### src/hdl/b64e_pkg.sv
`timescale 1ns / 1ps
// Shared types, constants and the character table of the base64url stream encoder.
// Has no dependencies. The interfaces and every module import it.
package b64e_pkg;

   localparam int unsigned ByteWidth    = 8;
   localparam int unsigned GroupWidth   = 3 * ByteWidth;
   localparam int unsigned SextetWidth  = 6;
   localparam int unsigned QueueDepthDef = 2;
   localparam logic [ByteWidth-1:0] PadReset = 8'd61;

   // Index of the final character slot of a group.
   localparam logic [1:0] SlotLast = 2'd3;

   // Last alphabet slot for each kind of group; slots above it carry the pad.
   localparam logic [1:0] SymLastOne  = 2'd1;
   localparam logic [1:0] SymLastTwo  = 2'd2;
   localparam logic [1:0] SymLastFull = 2'd3;

   typedef struct packed {
      logic [GroupWidth-1:0] word;      // bytes aligned to the top, zero filled
      logic [1:0]            sym_last;  // index of the last alphabet character
      logic                  last;      // group closes the message
   } group_type;

   typedef struct packed {
      logic [1:0] pend_cnt;
      logic       push;
   } front_status_type;

   typedef struct packed {
      logic       busy;
      logic [1:0] slot;
   } back_status_type;

   function automatic logic [ByteWidth-1:0] b64url_char(input logic [SextetWidth-1:0] v);
      logic [ByteWidth-1:0] c;
      if (v < 6'd26) begin
         c = 8'h41 + {2'b00, v};
      end else if (v < 6'd52) begin
         c = 8'h61 + {2'b00, v - 6'd26};
      end else if (v < 6'd62) begin
         c = 8'h30 + {2'b00, v - 6'd52};
      end else if (v == 6'd62) begin
         c = 8'h2d;
      end else begin
         c = 8'h5f;
      end
      return c;
   endfunction

endpackage

### src/hdl/b64e_queue.sv
`timescale 1ns / 1ps
// Short group queue between the front end and the character serializer.
// Depends on b64e_pkg.
module b64e_queue import b64e_pkg::*; #(
   parameter int unsigned QUEUE_DEPTH = QueueDepthDef
) (
   input  logic      clock,
   input  logic      reset,
   input  logic      push,
   input  group_type push_data,
   output logic      full,
   input  logic      pop,
   output logic      valid,
   output group_type head
);

   localparam int unsigned PtrWidth = (QUEUE_DEPTH > 1) ? $clog2(QUEUE_DEPTH) : 1;
   localparam int unsigned CntWidth = $clog2(QUEUE_DEPTH + 1);

   group_type            mem [QUEUE_DEPTH];
   logic [PtrWidth-1:0]  wr_ptr_ff, wr_ptr_in;
   logic [PtrWidth-1:0]  rd_ptr_ff, rd_ptr_in;
   logic [CntWidth-1:0]  cnt_ff, cnt_in;
   logic                 do_push;
   logic                 do_pop;

   assign full    = (cnt_ff == CntWidth'(QUEUE_DEPTH));
   assign valid   = (cnt_ff != '0);
   assign head    = mem[rd_ptr_ff];
   assign do_push = push && !full;
   assign do_pop  = pop && valid;

   always_comb begin
      wr_ptr_in = wr_ptr_ff;
      rd_ptr_in = rd_ptr_ff;
      cnt_in    = cnt_ff;
      if (do_push) begin
         wr_ptr_in = (wr_ptr_ff == PtrWidth'(QUEUE_DEPTH - 1)) ? '0 : wr_ptr_ff + 1'b1;
      end
      if (do_pop) begin
         rd_ptr_in = (rd_ptr_ff == PtrWidth'(QUEUE_DEPTH - 1)) ? '0 : rd_ptr_ff + 1'b1;
      end
      if (do_push && !do_pop) begin
         cnt_in = cnt_ff + 1'b1;
      end else if (do_pop && !do_push) begin
         cnt_in = cnt_ff - 1'b1;
      end
   end

   always_ff @(posedge clock) begin
      if (reset) begin
         wr_ptr_ff <= '0;
         rd_ptr_ff <= '0;
         cnt_ff    <= '0;
      end else begin
         wr_ptr_ff <= wr_ptr_in;
         rd_ptr_ff <= rd_ptr_in;
         cnt_ff    <= cnt_in;
      end
   end

   always_ff @(posedge clock) begin
      if (do_push) begin
         mem[wr_ptr_ff] <= push_data;
      end
   end

endmodule

### config.mk
export PLATFORM = sky130hd
export DESIGN_NAME = b64e_queue
export DESIGN_NICKNAME = d
export VERILOG_FILES = /design/src/hdl/b64e_pkg.sv /design/src/hdl/b64e_queue.sv
export SDC_FILE = /design/constraint.sdc
export NUM_CORES = 1
export LEC_CHECK = 0
export CAP_MARGIN = 15
export CORE_MARGIN = 2
export CORE_UTILIZATION = 50
export CTS_BUF_LIST = sky130_fd_sc_hd__clkbuf_8
export DETAILED_ROUTE_END_ITERATION = 6
export DONT_BUFFER_PORTS = 1
export PLACE_DENSITY = 0.68
export SLEW_MARGIN = 20
export SYNTH_ARGS = -nofsm -noshare
export SYNTH_HDL_FRONTEND = slang
export SYNTH_SLANG_ARGS = --single-unit
### constraint.sdc
create_clock -name clock -period 1.85 [get_ports clock]
set_clock_uncertainty 0.15 [all_clocks]
set_input_delay 0.0925 -clock clock [delete_from_list [all_inputs] [get_ports clock]]
set_output_delay 0.0925 -clock clock [all_outputs]
set_load 0.01 [all_outputs]
==> flow_summary.toml, run 1 <==
[route]
postRouteAntennaNets = 0
vias = 1103
wire_per_inst_um = 18.3
drt-initial-drc-count = 75
drt_wl_total_um = 3800
dr.pass1.iters = 4
via_per_inst = 5.30
drc = 0

[power]
p_per_area_mw_per_mm2 = 1310
vdd_drop_max_v = 0.00107
total_power_mw = 3.60
static-leakage-power_nw = 0.961

[final_layout]
seq_area_mm2 = 0.00172
area_delta_synth_final_pct = 26.9
final_cell_mix = "54 x edfxtp_1, 30 x dlygate4sd3_1, 27 x mux2_2, 11 x clkbuf_8"
fillers = 281
fin_area_mm2 = 0.00275
fin_nets = 185
final_common_cell = "edfxtp_1"
num_antenna_cells = 0
multi_input_area_um2 = 422
drive_gt1_share_pct = 31.0

[run]
timing.max_cap.violations = 0

[timing]
period_needed_ps = 1750
fmax_mhz = 571
layout_worst_path_cycle_share_pct = 94.6
relSlewSlack_pct = 82.0
fin_setup_tns_ps = 0
setup_viol = 0
rsz0062_at_grt = "no"
setup_ws_ps = 99.1
worst_pin_slew_ps = 270
slew_viol_final = 0
hold_violations = 0

[cts]
clkTransAtPathRegs_ps = 60
clock-sinks = 59
cts_made_buffers = 9
clk_path_buf_depth = 2
post_cts_buffers = 0
root_buffer = "clkbuf_8"
cts-htree-levels = 3
tritoncts = "built"
clk_latency_ps = 310

[floorplanning]
dieHeight_um = 69.8
die-area_mm2 = 0.00487
die_w_um = 69.8
rows = 23
ios = 60
placeableCoreArea_mm2 = 0.00409
start_util_pct = 53.0

[worst_setup_path]
r2r_start = "cnt_ff[1]"
startpoint = "cnt_ff[1]"
crit_fanout = 5
arrival_ps = 1840
reg2reg_to = "cnt_ff[1]"
cp-endpoint = "cnt_ff[1]"
reg2reg_setup_slack_ps = 100
cp-start-kind = "flop"
crit_required_ps = 1940
criticalPathCategory = "reg2reg"
reg2regPathDepth = 5
crit_path_end_kind = "flop"

[grt]
grt_pass1_vias = 1203
grt_max_degree = 17
grt_pass1_wl_um = 6240
grt_usage_pct = 17.1
antenna_found_initial = 0
overflow = 0

[place]
dpl.hpwl_um = 2350
placement.io_buffers = 0
post-place-ws_ps = 72.8
dpl_cell_area_mm2 = 0.00227
globalplace.congestion = 0.715

[yosys]
netlist_area_mm2 = 0.00217
syn_inst = 109
ys_seq_elements = 59
yosys-top-cells-area = "edfxtp_1 75%, mux2_2 14%, dfxtp_1 4.6%"
yosysWarnings = 0
synthesis.nets = 141
ys_seq_area_share_pct = 79.5
yosys.area.top_type = "edfxtp_1"
synth_top_area_share_pct = 74.9
syn_area_per_cell_um2 = 19.9
synth_cell_type_count = 15

[hold_path]
hold_class = "in2reg"

[run_status]
run_status = "finished, final reports clean"
registers in the layout (all words and copies together) (netlist names), named ones only:
register and count:
wr_ptr_ff 1, rd_ptr_ff 1, cnt_ff 2, mem 54
critical path, stage by stage (launching register included):
cell     delay (ps)
dfxtp_1         380
nor2b_4         230
nor2_1           70
ha_1            330
or3_1           370
a21oi_1         160
cell usage after synthesis:
cell	n
a21oi_1	2
and2_1	1
buf_2	1
buf_4	2
dfxtp_1	5
edfxtp_1	54
ha_1	1
inv_1	2
mux2_2	27
nor2_1	4
nor2b_2	1
o21ai_0	3
or2_2	1
or3_1	2
xor2_1	3
cells by family (layout without fill, tap and decap cells):
family,Yosys count,count (layout),synth area share (%)
and+or+nand+nor,9,9,2.25
AOI/OAI and AO/OA,5,5,1.16
DFF,59,59,79.5
xor gates and xnor gates,3,3,1.21
buffers and inverters,5,54,1.27
adders and majority gates,1,1,0.578
muxes,27,27,14.0
worst min-delay path by stage:
stage	startpoint	end	cells after the start
6_report	push_data[4]	mem[1][4]	1
3_3_place_gp	reset	cnt_ff[1]	1
2_1_floorplan	reset	cnt_ff[1]	1
3_5_place_dp	reset	wr_ptr_ff	1
4_1_cts	push_data[12]	mem[1][12]	1
5_1_grt	push_data[12]	mem[1][12]	1
final cells by class:
class | count | area share [%]
Multi-Input combinational cell | 45 | 15.3
Timing Repair Buffer | 36 | 13.0
Clock buffer | 11 | 5.51
Sequential cell | 59 | 62.7
Tap cell | 50 | 2.28
Inverter | 2 | 0.410
Clock inverter | 5 | 0.774
metrics by stage:
| stage | hold slack (ps) | cells | util (%) |
|---|---|---|---|
| after floorplan | 11.6 | 109 | - |
| after global placement | 13.9 | 162 | 55.5 |
| after detailed placement | 15.1 | 162 | 55.5 |
| after CTS | 267 | 208 | 67.1 |
| after global routing | 264 | 208 | 67.2 |
| final | 279 | 208 | 67.2 |
power breakdown:
part | internal [mW] | switching, mW
Clock | 0.540 | 0.432
Combinational | 0.390 | 0.484
Sequential | 1.68 | 0.0721
Total | 2.61 | 0.987
routing by layer:
layer | wire length, µm | track usage [%] | vias to the layer above
met5 | 0 | 0 | -
met4 | 56 | 5.98 | 0
met3 | 208 | 7.85 | 6
met2 | 2100 | 29.2 | 34
met1 | 1430 | 18.7 | 557
li1 | - | - | 506
timing repair:
item | 4_1_cts | 5_1_grt
hold endpoints to repair | 59 | 0
endpoints found under the setup margin | 0 | 1
hold buffers | 30 | 0
gates resized for setup | 0 | 2
Note: power is estimated with default switching activity, not from simulation.
==> run 2: changes to the inputs <==
--- a/config.mk
+++ b/config.mk
@@ -7,11 +7,10 @@
 export LEC_CHECK = 0
 export CAP_MARGIN = 15
 export CORE_MARGIN = 2
-export CORE_UTILIZATION = 50
+export CORE_UTILIZATION = 42
 export CTS_BUF_LIST = sky130_fd_sc_hd__clkbuf_8
 export DETAILED_ROUTE_END_ITERATION = 6
 export DONT_BUFFER_PORTS = 1
-export PLACE_DENSITY = 0.68
 export SLEW_MARGIN = 20
 export SYNTH_ARGS = -nofsm -noshare
 export SYNTH_HDL_FRONTEND = slang
==> run 2 against run 1 <==
Sequential power is essentially flat. Routed wire length shrank 7.3%. Global-route usage shrank 4.0 points. Sequential share of layout area grew 0.17 points. Via count shrank 4.4%. Die area grew 18%.
==> flow_summary.toml, run 2 (same netlist as run 1, synthesis figures left out) <==
[grt]
grt_max_degree = 28
grt_pass1_vias = 1138
overflow = 0
grt_pass1_wl_um = 5110
antenna_found_initial = 0
grt_usage_pct = 13.1

[cts]
cts_made_buffers = 9
post_cts_buffers = 0
root_buffer = "clkbuf_8"
tritoncts = "built"
clk_path_buf_depth = 2
clk_latency_ps = 320
clkTransAtPathRegs_ps = 60
clock-sinks = 59
cts-htree-levels = 3

[run]
timing.max_cap.violations = 0

[route]
drt_wl_total_um = 3520
wire_per_inst_um = 15.8
dr.pass1.iters = 4
via_per_inst = 4.73
drt-initial-drc-count = 47
vias = 1055
drc = 0
postRouteAntennaNets = 0

[final_layout]
post-route-util_pct = 54.3
finalNonFillerCells = 223
final_cell_mix = "54 x edfxtp_1, 30 x dlygate4sd3_1, 27 x mux2_2, 9 x clkbuf_8, 5 x dfxtp_1"
fin_nets = 184
area_delta_synth_final_pct = 26.5
top_register = "mem"
top_regs = "mem: 54 flops, cnt_ff: 2 flops"
fin_area_mm2 = 0.00274
largest_reg_flops = 54
final_common_cell = "edfxtp_1"
drive_gt1_share_pct = 28.8
num_antenna_cells = 0

[place]
globalplace.congestion = 0.774
post-place-ws_ps = 58.3
dpl_cell_area_mm2 = 0.00230
place_inst = 181
placement.io_buffers = 0
dpl.hpwl_um = 2230

[timing]
fmax_mhz = 577
setup_ws_ps = 117
hold_violations = 0
relSlewSlack_pct = 82.5
slew_viol_final = 0
period_needed_ps = 1730
hold_slack_ps = 277
layout_worst_path_cycle_share_pct = 93.7
fin_setup_tns_ps = 0
setup_viol = 0
worst_pin_slew_ps = 262

[worst_setup_path]
reg2reg_to = "cnt_ff[1]"
crit_required_ps = 1950
slowest_stage = "dfxtp_1"
reg2reg_setup_slack_ps = 120
reg2regPathDepth = 5
cp-start-kind = "flop"
arrival_ps = 1830
slowest_delay_ps = 390
critPathBufInv = 0
crit_chain = "nor2b_4, nor2_1, ha_1, or3_1, a21oi_1"
cp-endpoint = "cnt_ff[1]"
cp_top_family = "simple AND/OR/NAND/NOR gates"
startpoint = "cnt_ff[1]"
criticalPathCategory = "reg2reg"
path_depth = 5
crit_fanout = 5
r2r_start = "cnt_ff[1]"
crit_path_end_kind = "flop"

[power]
p_per_area_mw_per_mm2 = 1260
vdd_drop_max_v = 0.000702
total_power_mw = 3.46
static-leakage-power_nw = 0.932

[floorplanning]
start_util_pct = 43.0
placeableCoreArea_mm2 = 0.00504
rows = 26
die-area_mm2 = 0.00575
dieHeight_um = 75.8
ios = 60
die_w_um = 75.8

[run_status]
run_status = "finished, final reports clean"

[hold_path]
hold_class = "in2reg"
run 2: cell types whose count changed in the layout (fill, tap and decap cells not counted):
cell      change
buf_12        +1
buf_4         -2
clkbuf_8      -2
clkinv_1      +1
clkinv_2      -2
inv_1         -1
run 2: cell type report:
type / count / area (µm²)
Clock buffer: 9 / 124
Clock inverter: 3 / 11.3
Fill cell: 411 / 2300
Inverter: 2 / 11.3
Multi-Input combinational cell: 45 / 422
Sequential cell: 59 / 1720
Tap cell: 70 / 87.6
Timing Repair Buffer: 35 / 363
run 2: worst min path at each step:
stage	to	cells past startpoint	slack, ps	start
finish	mem[0][10]	1	280	push_data[10]
global route	mem[0][4]	1	270	push_data[4]
CTS	mem[1][22]	1	250	push_data[22]
detailed placement	cnt_ff[1]	1	20	reset
global placement	cnt_ff[1]	1	10	reset
floorplan	cnt_ff[1]	1	10	reset
run 2: power by group:
group          internal [mW]  switching [mW]  leakage [nW]
Sequential              1.68          0.0666         0.546
Clock                  0.440           0.407        0.0732
Combinational          0.393           0.473         0.314
Total                   2.51           0.947         0.932
run 2: routing by layer:
| metal | track usage (%) | share of wire (%) | wire length, µm | vias to the layer above |
|---|---|---|---|---|
| met1 | 12.8 | 38 | 1350 | 522 |
| met3 | 4.76 | 4.7 | 165 | 7 |
| li1 | - | - | - | 497 |
| met5 | 0 | 0 | 0 | - |
| met2 | 22.5 | 55 | 1940 | 29 |
| met4 | 9.36 | 1.8 | 65 | 0 |
run 2: timing repair:
action                                  in CTS  in global routing
hold buffers                                30                  0
endpoints found under the setup margin       0                  1
resized for setup                            0                  2
endpoints found under the hold margin       59                  0
